`config.mk`:
```
export PLATFORM = sky130hd
export DESIGN_NAME = rect_pixel_walker
export DESIGN_NICKNAME = d
export VERILOG_FILES = /design/src/rpw_pkg.sv /design/src/rect_pixel_walker.sv
export VERILOG_INCLUDE_DIRS = /design/src /design/src/src
export SDC_FILE = /design/constraint.sdc
export NUM_CORES = 1
export LEC_CHECK = 0
export ABC_CLOCK_PERIOD_IN_PS = 7900
export BUFFER_PORTS_ARGS = -buffer_cell sky130_fd_sc_hd__clkbuf_2
export CAP_MARGIN = 5
export CELL_PAD_IN_SITES_DETAIL_PLACEMENT = 2
export CELL_PAD_IN_SITES_GLOBAL_PLACEMENT = 2
export CORE_MARGIN = 4
export CORE_UTILIZATION = 35
export CTS_BUF_LIST = sky130_fd_sc_hd__clkbuf_8
export DETAILED_ROUTE_END_ITERATION = 10
export MAX_ROUTING_LAYER = met4
export PLACE_DENSITY_LB_ADDON = 0.1
export SYNTH_ARGS = -nofsm -noshare
export SYNTH_HDL_FRONTEND = slang
export SYNTH_SLANG_ARGS = --single-unit
```
`constraint.sdc`:
```
create_clock -name clk -period 7.9 [get_ports clk]
set_input_delay 0 -clock clk [delete_from_list [all_inputs] [get_ports clk]]
set_output_delay 0 -clock clk [all_outputs]
set_load 0.02 [all_outputs]
```
`src/assert_macros.svh`:
```
// assertion helpers shared by the rtl
`ifndef ASSERT_MACROS_SVH
`define ASSERT_MACROS_SVH

// same-cycle implication, checked while out of reset
`define ASSERT_IMP(label, clk, rst, ante, cons) \
  label: assert property (@(posedge clk) disable iff (rst) (ante) |-> (cons)) \
    else $error("assertion failed: same-cycle implication");

// next-cycle implication, checked while out of reset
`define ASSERT_NXT(label, clk, rst, ante, cons) \
  label: assert property (@(posedge clk) disable iff (rst) (ante) |=> (cons)) \
    else $error("assertion failed: next-cycle implication");

`endif

```
`src/rpw_pkg.sv`:
```
package rpw_pkg;

  localparam int COORD_BITS = 12;
  localparam int COLOR_BITS = 24;

  typedef logic [COORD_BITS-1:0] coord_t;
  typedef logic [COLOR_BITS-1:0] color_t;

  typedef enum logic {
    REQ_TICK  = 1'b0,
    REQ_START = 1'b1
  } req_kind_t;

  typedef enum logic [2:0] {
    SEG_ROW_A = 3'd0,
    SEG_ROW_B = 3'd1,
    SEG_COL_A = 3'd2,
    SEG_COL_B = 3'd3,
    SEG_LEFT  = 3'd4,
    SEG_SPAN  = 3'd5,
    SEG_RIGHT = 3'd6
  } seg_t;

  typedef struct packed {
    logic   req_type;
    coord_t corner0_x;
    coord_t corner0_y;
    coord_t corner1_x;
    coord_t corner1_y;
    logic   fill_mode;
    color_t border_color;
    color_t fill_color;
  } req_t;

  typedef struct packed {
    coord_t pixel_x;
    coord_t pixel_y;
    color_t pixel_color;
    logic   last_pixel;
  } pix_t;

endpackage

```
`src/rect_pixel_walker.sv`:
```
// a start, or a tick while a shape is in progress, loads its pixel into the result
//   register when it is accepted; ticks while idle load nothing
// throughput: one pixel per clock while pix_ready is high; walk steps once per pixel
// req_ready is high whenever the result register is empty or being drained
// reset (rst, synchronous): idle, result register empty, ticks ignored until a start
`include "assert_macros.svh"

module rect_pixel_walker (
  input  logic          clk,
  input  logic          rst,
  input  logic          req_valid,
  output logic          req_ready,
  input  rpw_pkg::req_t req,
  output logic          pix_valid,
  input  logic          pix_ready,
  output rpw_pkg::pix_t pix_data
);

  localparam int CB = rpw_pkg::COORD_BITS;

  // walk state, held across beats
  logic            busy, busy_next;
  logic            filled;
  rpw_pkg::seg_t   segment, segment_next;
  rpw_pkg::coord_t walk_x, walk_x_next;
  rpw_pkg::coord_t walk_y, walk_y_next;
  // latched shape: corners that the outline walk revisits, and the bounds
  rpw_pkg::coord_t x0, x1, y1;
  rpw_pkg::coord_t xmin, ymin, xmax, ymax;
  rpw_pkg::color_t border, fill;

  // current view: fresh from the request on a start, else the held state
  logic            start;
  logic            c_filled;
  rpw_pkg::seg_t   c_seg;
  rpw_pkg::coord_t c_wx, c_wy;
  rpw_pkg::coord_t c_x0, c_x1, c_y1;
  rpw_pkg::coord_t c_xmin, c_ymin, c_xmax, c_ymax;
  rpw_pkg::color_t c_border, c_fill;

  logic          req_fire;
  logic          emit;
  logic          more;
  rpw_pkg::pix_t pix_next;

  assign req_ready = !pix_valid || pix_ready;
  assign req_fire  = req_valid && req_ready;
  assign start     = req.req_type == rpw_pkg::REQ_START;
  assign emit      = req_fire && (start || busy);

  // select the starting point of the shape or carry on the current walk
  always_comb begin
    if (start) begin
      c_x0     = req.corner0_x;
      c_x1     = req.corner1_x;
      c_y1     = req.corner1_y;
      c_xmin   = (req.corner0_x < req.corner1_x) ? req.corner0_x : req.corner1_x;
      c_xmax   = (req.corner0_x < req.corner1_x) ? req.corner1_x : req.corner0_x;
      c_ymin   = (req.corner0_y < req.corner1_y) ? req.corner0_y : req.corner1_y;
      c_ymax   = (req.corner0_y < req.corner1_y) ? req.corner1_y : req.corner0_y;
      c_filled = req.fill_mode;
      c_border = req.border_color;
      c_fill   = req.fill_color;
      c_seg    = rpw_pkg::SEG_ROW_A;
      c_wx     = c_xmin;
      // outline walks the first row at corner0 y, filled at the top
      c_wy     = req.fill_mode ? c_ymin : req.corner0_y;
    end else begin
      c_x0     = x0;
      c_x1     = x1;
      c_y1     = y1;
      c_xmin   = xmin;
      c_xmax   = xmax;
      c_ymin   = ymin;
      c_ymax   = ymax;
      c_filled = filled;
      c_border = border;
      c_fill   = fill;
      c_seg    = segment;
      c_wx     = walk_x;
      c_wy     = walk_y;
    end
  end

  // next walk position
  always_comb begin
    logic [CB:0] wx_p1, wy_p1, xmin_p2, ymin_p2;
    wx_p1   = {1'b0, c_wx} + (CB+1)'(1);
    wy_p1   = {1'b0, c_wy} + (CB+1)'(1);
    xmin_p2 = {1'b0, c_xmin} + (CB+1)'(2);
    ymin_p2 = {1'b0, c_ymin} + (CB+1)'(2);
    more         = 1'b1;
    segment_next = c_seg;
    walk_x_next  = c_wx;
    walk_y_next  = c_wy;
    case (c_seg)
      rpw_pkg::SEG_ROW_A, rpw_pkg::SEG_ROW_B: begin
        if (c_wx < c_xmax) begin
          walk_x_next = wx_p1[CB-1:0];
        end else if (c_seg == rpw_pkg::SEG_ROW_A && c_ymin != c_ymax) begin
          segment_next = rpw_pkg::SEG_ROW_B;
          walk_x_next  = c_xmin;
          walk_y_next  = c_filled ? c_ymax : c_y1;
        end else if (c_filled) begin
          // inner rows only when at least one row lies between the edges
          if ({1'b0, c_ymax} >= ymin_p2) begin
            segment_next = rpw_pkg::SEG_LEFT;
            walk_x_next  = c_xmin;
            walk_y_next  = c_ymin + rpw_pkg::coord_t'(1);
          end else begin
            more = 1'b0;
          end
        end else begin
          segment_next = rpw_pkg::SEG_COL_A;
          walk_x_next  = c_x0;
          walk_y_next  = c_ymin;
        end
      end
      rpw_pkg::SEG_COL_A: begin
        if (c_wy < c_ymax) begin
          walk_y_next = wy_p1[CB-1:0];
        end else begin
          segment_next = rpw_pkg::SEG_COL_B;
          walk_x_next  = c_x1;
          walk_y_next  = c_ymin;
        end
      end
      rpw_pkg::SEG_COL_B: begin
        if (c_wy < c_ymax) begin
          walk_y_next = wy_p1[CB-1:0];
        end else begin
          more = 1'b0;
        end
      end
      rpw_pkg::SEG_LEFT: begin
        if ({1'b0, c_xmax} >= xmin_p2) begin
          segment_next = rpw_pkg::SEG_SPAN;
          walk_x_next  = c_xmin + rpw_pkg::coord_t'(1);
        end else begin
          segment_next = rpw_pkg::SEG_RIGHT;
          walk_x_next  = c_xmax;
        end
      end
      rpw_pkg::SEG_SPAN: begin
        if (wx_p1 < {1'b0, c_xmax}) begin
          walk_x_next = wx_p1[CB-1:0];
        end else begin
          segment_next = rpw_pkg::SEG_RIGHT;
          walk_x_next  = c_xmax;
        end
      end
      rpw_pkg::SEG_RIGHT: begin
        if (wy_p1 < {1'b0, c_ymax}) begin
          segment_next = rpw_pkg::SEG_LEFT;
          walk_x_next  = c_xmin;
          walk_y_next  = wy_p1[CB-1:0];
        end else begin
          more = 1'b0;
        end
      end
      default: begin
        more = 1'b0;
      end
    endcase
    busy_next = more;
  end

  // pixel for this beat
  always_comb begin
    pix_next.pixel_x     = c_wx;
    pix_next.pixel_y     = c_wy;
    pix_next.pixel_color = (c_seg == rpw_pkg::SEG_SPAN) ? c_fill : c_border;
    pix_next.last_pixel  = !more;
  end

  // control state
  always_ff @(posedge clk) begin
    if (rst) begin
      busy      <= 1'b0;
      segment   <= rpw_pkg::SEG_ROW_A;
      pix_valid <= 1'b0;
    end else begin
      if (emit) begin
        busy      <= busy_next;
        segment   <= segment_next;
        pix_valid <= 1'b1;
      end else if (pix_ready) begin
        pix_valid <= 1'b0;
      end
    end
  end

  // walk position, shape and result payload
  always_ff @(posedge clk) begin
    if (emit) begin
      walk_x   <= walk_x_next;
      walk_y   <= walk_y_next;
      pix_data <= pix_next;
    end
    if (req_fire && start) begin
      x0     <= c_x0;
      x1     <= c_x1;
      y1     <= c_y1;
      xmin   <= c_xmin;
      xmax   <= c_xmax;
      ymin   <= c_ymin;
      ymax   <= c_ymax;
      filled <= c_filled;
      border <= c_border;
      fill   <= c_fill;
    end
  end

  // a tick with no shape in progress leaves the result register empty
  `ASSERT_NXT(a_idle_tick_no_pix, clk, rst, req_fire && !start && !busy, !pix_valid)
  // every start and every tick of a live shape loads a pixel
  `ASSERT_NXT(a_emit_loads_pix, clk, rst, emit, pix_valid)
  // inner-row segments only occur for filled shapes
  `ASSERT_IMP(a_inner_needs_fill, clk, rst,
    busy && (segment == rpw_pkg::SEG_LEFT || segment == rpw_pkg::SEG_SPAN ||
    segment == rpw_pkg::SEG_RIGHT), filled)
  // the walk never leaves the bounding box
  `ASSERT_IMP(a_walk_in_box, clk, rst, busy,
    walk_x >= xmin && walk_x <= xmax && walk_y >= ymin && walk_y <= ymax)

endmodule
```
### Word level (Yosys, flattened, before mapping)

Cells that the tools add are included.

| cells by class | value |
|---|---|
| add/sub/neg operators | 6 |
| order comparisons | 8 |
| eq/ne operators | 7 |
| muxes and demuxes | 55 |
| reduce and logical (&&, ||, !) cells | 12 |

Operators with widths:

| kind | count |
|---|---|
| $mux 12 | 30 |
| $mux 24 | 3 |
| $pmux 12 s5 | 1 |
| $lt 12x12->1 | 4 |
| $pmux 12 s4 | 1 |
| $add 12x1->13 const B | 2 |
| $add 12x2->13 const B | 2 |
| $ge 12x13->1 | 2 |
| $lt 13x12->1 | 2 |
| $add 12x1->12 const B | 2 |
| $mux 3 | 8 |
| $pmux 3 s5 | 1 |
| $ne 12x12->1 | 1 |
| $eq 3x3->1 const B | 3 |
| $mux 1 | 9 |
| $eq 3x2->1 const B | 2 |
| $logic_and 1x1->1 | 4 |
| $pmux 1 s4 | 1 |
| $eq 3x1->1 const B | 1 |
| $logic_not 3->1 | 1 |
| $reduce_or 3->1 | 1 |
| $logic_not 1->1 | 2 |
| $logic_or 1x1->1 | 2 |
| $mux 2 | 1 |
| 2 further kinds | 2 |

| word-level totals | value |
|---|---|
| register bits after elaboration | 211 |
| output and inout port bits | 51 |

### Longest topological paths before layout

| depth | value |
|---|---|
| depth after elaboration | 11 |
| mapped depth | 27 |

### Worst setup path after synthesis

Ideal clock, no wire load.

| path | value |
|---|---|
| kind | input-to-reg |
| start | input port req[70] in the netlist's numbering |
| end | register walk_x[0], data pin |
| setup time | 276 ps |
| arrival | 5350 ps |
| slack | 2274 ps |
| cell stages on the path | 26 |
| path buffers | 3 |
| path through | inv_1 -> ha_1 -> a21o_1 -> a21o_1 -> a22oi_1 -> buf_2 -> nand2_2 -> a31o_2 -> nor2_1 -> ha_1 -> o2111a_1 -> nor4b_1 -> xor2_1 -> ha_1 -> a21o_1 -> a221oi_1 -> o21bai_1 -> a2111oi_0 -> o21bai_1 -> a41o_1 -> buf_2 -> a21o_1 -> buf_2 -> a221o_1 -> nor4_1 -> a221oi_1 |

| on the way | value |
|---|---|
| elaborated cells between the ends (all ways) | 21 |
| classes of those cells | 3 x add/sub; 4 x order compare; 14 x mux |

RTL lines:

| item | RTL line | text |
|---|---|---|
| from (decl) | rect_pixel_walker.sv:13 | `input rpw_pkg::req_t req,` |
| $lt 12x12->1 (*) | rect_pixel_walker.sv:57 | `c_xmin = (req.corner0_x < req.corner1_x) ? req.corner0_x : req.corner1_x;` |
| $mux 12 (*) | rect_pixel_walker.sv:57 |  |
| $mux 12 (*) | rect_pixel_walker.sv:53 | `if (start) begin` |
| net c_wx[1] | rect_pixel_walker.sv:36 | `rpw_pkg::coord_t c_wx, c_wy;` |
| $add 12x1->13 | rect_pixel_walker.sv:88 | `wx_p1 = {1'b0, c_wx} + (CB+1)'(1);` |
| $lt 13x12->1 | rect_pixel_walker.sv:145 | `if (wx_p1 < {1'b0, c_xmax}) begin` |
| $mux 12 | rect_pixel_walker.sv:145 |  |
| $pmux 12 s5 (*) | rect_pixel_walker.sv:96 | `case (c_seg)` |
| net walk_x_next[0] | rect_pixel_walker.sv:25 | `rpw_pkg::coord_t walk_x, walk_x_next;` |
| to (signal assigned) | rect_pixel_walker.sv:196 | `walk_x <= walk_x_next;` |
| to (decl) | rect_pixel_walker.sv:25 |  |

The timed path passes the listed nets; every way through them passes the cells marked *.
A chain may end at the register's enable or synchronous reset.

### Worst setup path in the final report

| path | value |
|---|---|
| start | input port req[71] in the netlist's numbering |
| end | register walk_x[10], data pin |

| on the way | value |
|---|---|
| elaborated cells between the ends (all ways) | 22 |
| classes of those cells | 3 x add/sub; 4 x order compare; 15 x mux |

RTL lines:

| item | RTL line | text |
|---|---|---|
| $lt 12x12->1 (*) | rect_pixel_walker.sv:57 |  |
| $mux 12 (*) | rect_pixel_walker.sv:57 |  |
| $mux 12 (*) | rect_pixel_walker.sv:53 |  |
| net c_xmin[2] | rect_pixel_walker.sv:38 | `rpw_pkg::coord_t c_xmin, c_ymin, c_xmax, c_ymax;` |
| $add 12x2->13 | rect_pixel_walker.sv:90 | `xmin_p2 = {1'b0, c_xmin} + (CB+1)'(2);` |
| $ge 12x13->1 | rect_pixel_walker.sv:136 | `if ({1'b0, c_xmax} >= xmin_p2) begin` |
| $mux 12 (*) | rect_pixel_walker.sv:136 |  |
| $pmux 12 s5 (*) | rect_pixel_walker.sv:96 |  |
| net walk_x_next[10] | rect_pixel_walker.sv:25 |  |

Marked as above.

==> out/results.tsv <==
metric	value	unit
path_clk_slew	0.06	ns
drc	0	
layout_setup_ws	0.8657	ns
cts_sinks	211	
setup_viol	0	
port_buffers	152	
wl_per_cell	29.37	um
area_delta_synth_final	21.28	%
start_util	0.3555	
yosysWarningCount	0	
ctsHtreeMaxLevel	2	
yosysTopAreaCell	edfxtp_1	
synth.yosys.seq_area_share	0.4096	
die_x	217.4	um
clkLatencyLatePin	0.63	ns
worst_slew_pin_slew	1.201	ns
fp.coreArea	43170	sq um
drt_iter0_drc	1352	
pre_cts_ws	1.055	ns
synth-async-reset-ratio	0	
outcome	complete, no violations	
cp_max_fo	11	
syn_area_per_cell	9.825	sq um
clockBufferDepth	3	
synthTopCellsByArea	edfxtp_1 40%, mux2_2 7.9%, ha_1 7.8%	
start_kind	input pin	
antenna_found_initial	4	
io_pins	153	
post-route-util	0.4311	
synth_cells	1562	
endpoint	walk_x[10]	
dieArea	47260	sq um
max_slew_margin	0.1783	
yosys.area_share.adder	0.07827	
synth_compound_gate_area_share	0.1985	
hpwlAfterDp	50660	um
ir_drop	0.1003	mV
wl	71800	um
path_class	input pin to register	
synth_xor_area_frac	0.03481	
grtUsageTotal	0.3038	
drtAntennaViolNets	0	
fin_setup_tns	0	ns
vias	14650	
fin_crit	7.034	ns
r2r_cells	14	
nets	2023	
hold_violations	0	
endpoint_kind	register	
syn_area	15350	sq um
drive_gt1_frac	0.2279	
vias_per_cell	5.992	
die_h	217.4	um
worst_ep_required_time	8.22	ns
synth_top_family_by_area	compound AO/OA/AOI/OAI gates	
r2r-start	walk_y[4]	
overflow	0	
grt_pass1_wl	105200	um
syn_nets	1760	
cts_tree	built	
leakage	7.355	nW
p_per_area	203.5	nW/um^2
rows	76	
r2r_end	walk_x[10]	
yosysUniqueCellTypes	96	
ys_ff_latch	211	
slew_violations	0	
yosys.area.top_type_share	0.4031	
clockRootBuffer	clkbuf_8	
rsz0062_at_grt	false	
r2r_slack	2.34	ns
yosys.area_share.simple	0.1493	
whs	0.08833	ns
grt_pass1_vias	15640	
synthMuxAreaShare	0.08519	
place.gp.congestion	0.9224	
synthFlopType	edfxtp_1	
grt_max_degree	100	
drv_cap	0	
skew	0.03704	ns
numCtsBuffers	42	
critical_path_arrival	7.35	ns
clock.fmax	0.1422	GHz
drt_first_pass_iters	5	
hold_path_class	input pin to register	
synth-edff-count	206	
fin_crit_sh	0.8904	
startpoint	req[71]	
postCtsSetupBuffers	0	
[per-stage QoR]
stage / area (sq um) / cells / total power [mW]
6_report: 18610 / 2445 / 3.788
5_1_grt: 18610 / 2445 / 3.963
4_1_cts: 18600 / 2441 / 3.752
3_5_place_dp: 16910 / 2272 / 2.613
3_3_place_gp: 16910 / 2272 / 2.567
2_1_floorplan: 15350 / 1562 / 2.132
[sequential cells by signal, summed over array words and instances (netlist names)]
signal     cells
xmin          12
pix_data      49
fill          24
pix_valid      1
xmax          12
x0            12
segment        3
x1            12
filled         1
ymax          12
ymin          12
border        24
busy           1
walk_x        12
y1            12
walk_y        12
[critical path, stage by stage]
cell	delay [ns]
dlygate4sd3_1	0.56
clkbuf_2	0.14
inv_1	0.07
ha_1	0.32
nand4_1	0.15
nor4_1	0.46
a22o_1	0.53
o21ai_0	0.24
a31oi_1	0.95
nand3_1	0.51
or2_2	0.44
nor2_1	0.12
xnor2_1	0.14
ha_1	0.27
a2111o_1	0.41
o21ai_0	0.18
nor2_1	0.07
and2_1	0.26
nand4_1	0.18
nor3_1	0.10
a2111oi_0	1.01
a31oi_1	0.21
[timing repair]
item	4_1_cts	5_1_grt
endpoints found under the hold margin	120	0
resized for setup	0	0
hold buffers	94	0
[kinds of logic after synthesis]
logic type / count (synthesis)
xor+xnor: 61
fa+ha+maj: 96
mux: 117
flops: 211
simple gates: 464
compound gates: 444
buf+inv: 169
[layout by cell type (no fill, tap or decap), types with 8 or more instances in the layout]
cell type | Yosys | final
xor2_1 | 19 | 19
xnor2_1 | 42 | 42
a21o_1 | 28 | 28
a31o_2 | 11 | 11
nor2_1 | 141 | 141
o22ai_1 | 19 | 19
nor4_1 | 19 | 19
nand2_1 | 110 | 110
nor3_1 | 32 | 32
ha_1 | 96 | 96
a2bb2oi_1 | 8 | 8
a22oi_1 | 11 | 11
mux2_2 | 108 | 108
mux2i_1 | 8 | 8
and2_1 | 14 | 14
a31oi_1 | 39 | 39
o21ai_0 | 73 | 73
o31ai_1 | 10 | 10
nand3_1 | 38 | 38
edfxtp_1 | 206 | 206
clkbuf_2 | 0 | 151
o211ai_1 | 13 | 13
a211oi_1 | 14 | 14
clkbuf_8 | 0 | 44
inv_1 | 83 | 92
dlygate4sd3_1 | 0 | 94
o21ai_1 | 21 | 21
nand2b_1 | 10 | 10
clkinv_2 | 1 | 8
a21oi_1 | 92 | 92
clkinv_1 | 3 | 15
and3_1 | 13 | 13
or3_1 | 10 | 10
buf_4 | 0 | 47
or2_2 | 8 | 8
nand4_1 | 26 | 26
[power by group]
part           leakage, nW  internal [mW]  switching, mW  total [mW]
Sequential            1.97           1.34         0.0339        1.38
Combinational         4.96          0.449          0.845        1.29
Clock                0.430          0.540          0.576        1.12
Total                 7.35           2.33           1.46        3.79
[layer usage]
layer  track usage  share of wire  vias to the layer above
met1        0.4110           0.46                     7461
met4       0.07081          0.023                        0
met5             -              0                        -
met3       0.07400          0.078                      118
met2        0.4638           0.44                      581
li1              -              -                     6491
[how the worst min path moves through the flow]
stage / from / to / slack [ns] / depth (start not counted)
3_3_place_gp: rst / segment[2] / 0.25 / 2
5_1_grt: req[48] / pix_data[36] / 0.07 / 3
2_1_floorplan: rst / pix_valid / 0.07 / 1
6_report: req[48] / pix_data[36] / 0.09 / 3
4_1_cts: req[83] / ymax[10] / 0.007 / 4
3_5_place_dp: rst / pix_valid / 0.27 / 2
[final cells by class]
type,instances,area (sq um)
diodes,4,10.01
clock buffers,43,591.8
clock inverters,32,165.2
fillers,4676,24560
inverters,94,360.3
multi-input cells,1182,8384
flip-flops and latches,211,6286
well taps,585,732.0
repair buffers,294,2083
[synth_stat cells (all sizes together), types with 19 or more instances]
cell type  instances
nor4              20
nand4             28
nor2             142
o22ai             19
a21oi             96
edfxtp           206
buf               38
a31oi             43
a21o              28
xnor2             42
nor3              35
mux2             109
ha                96
o21ai             96
nand3             40
xor2              19
nand2            112
inv               90
clkbuf            37
Note: power is estimated with default switching activity, not from simulation.
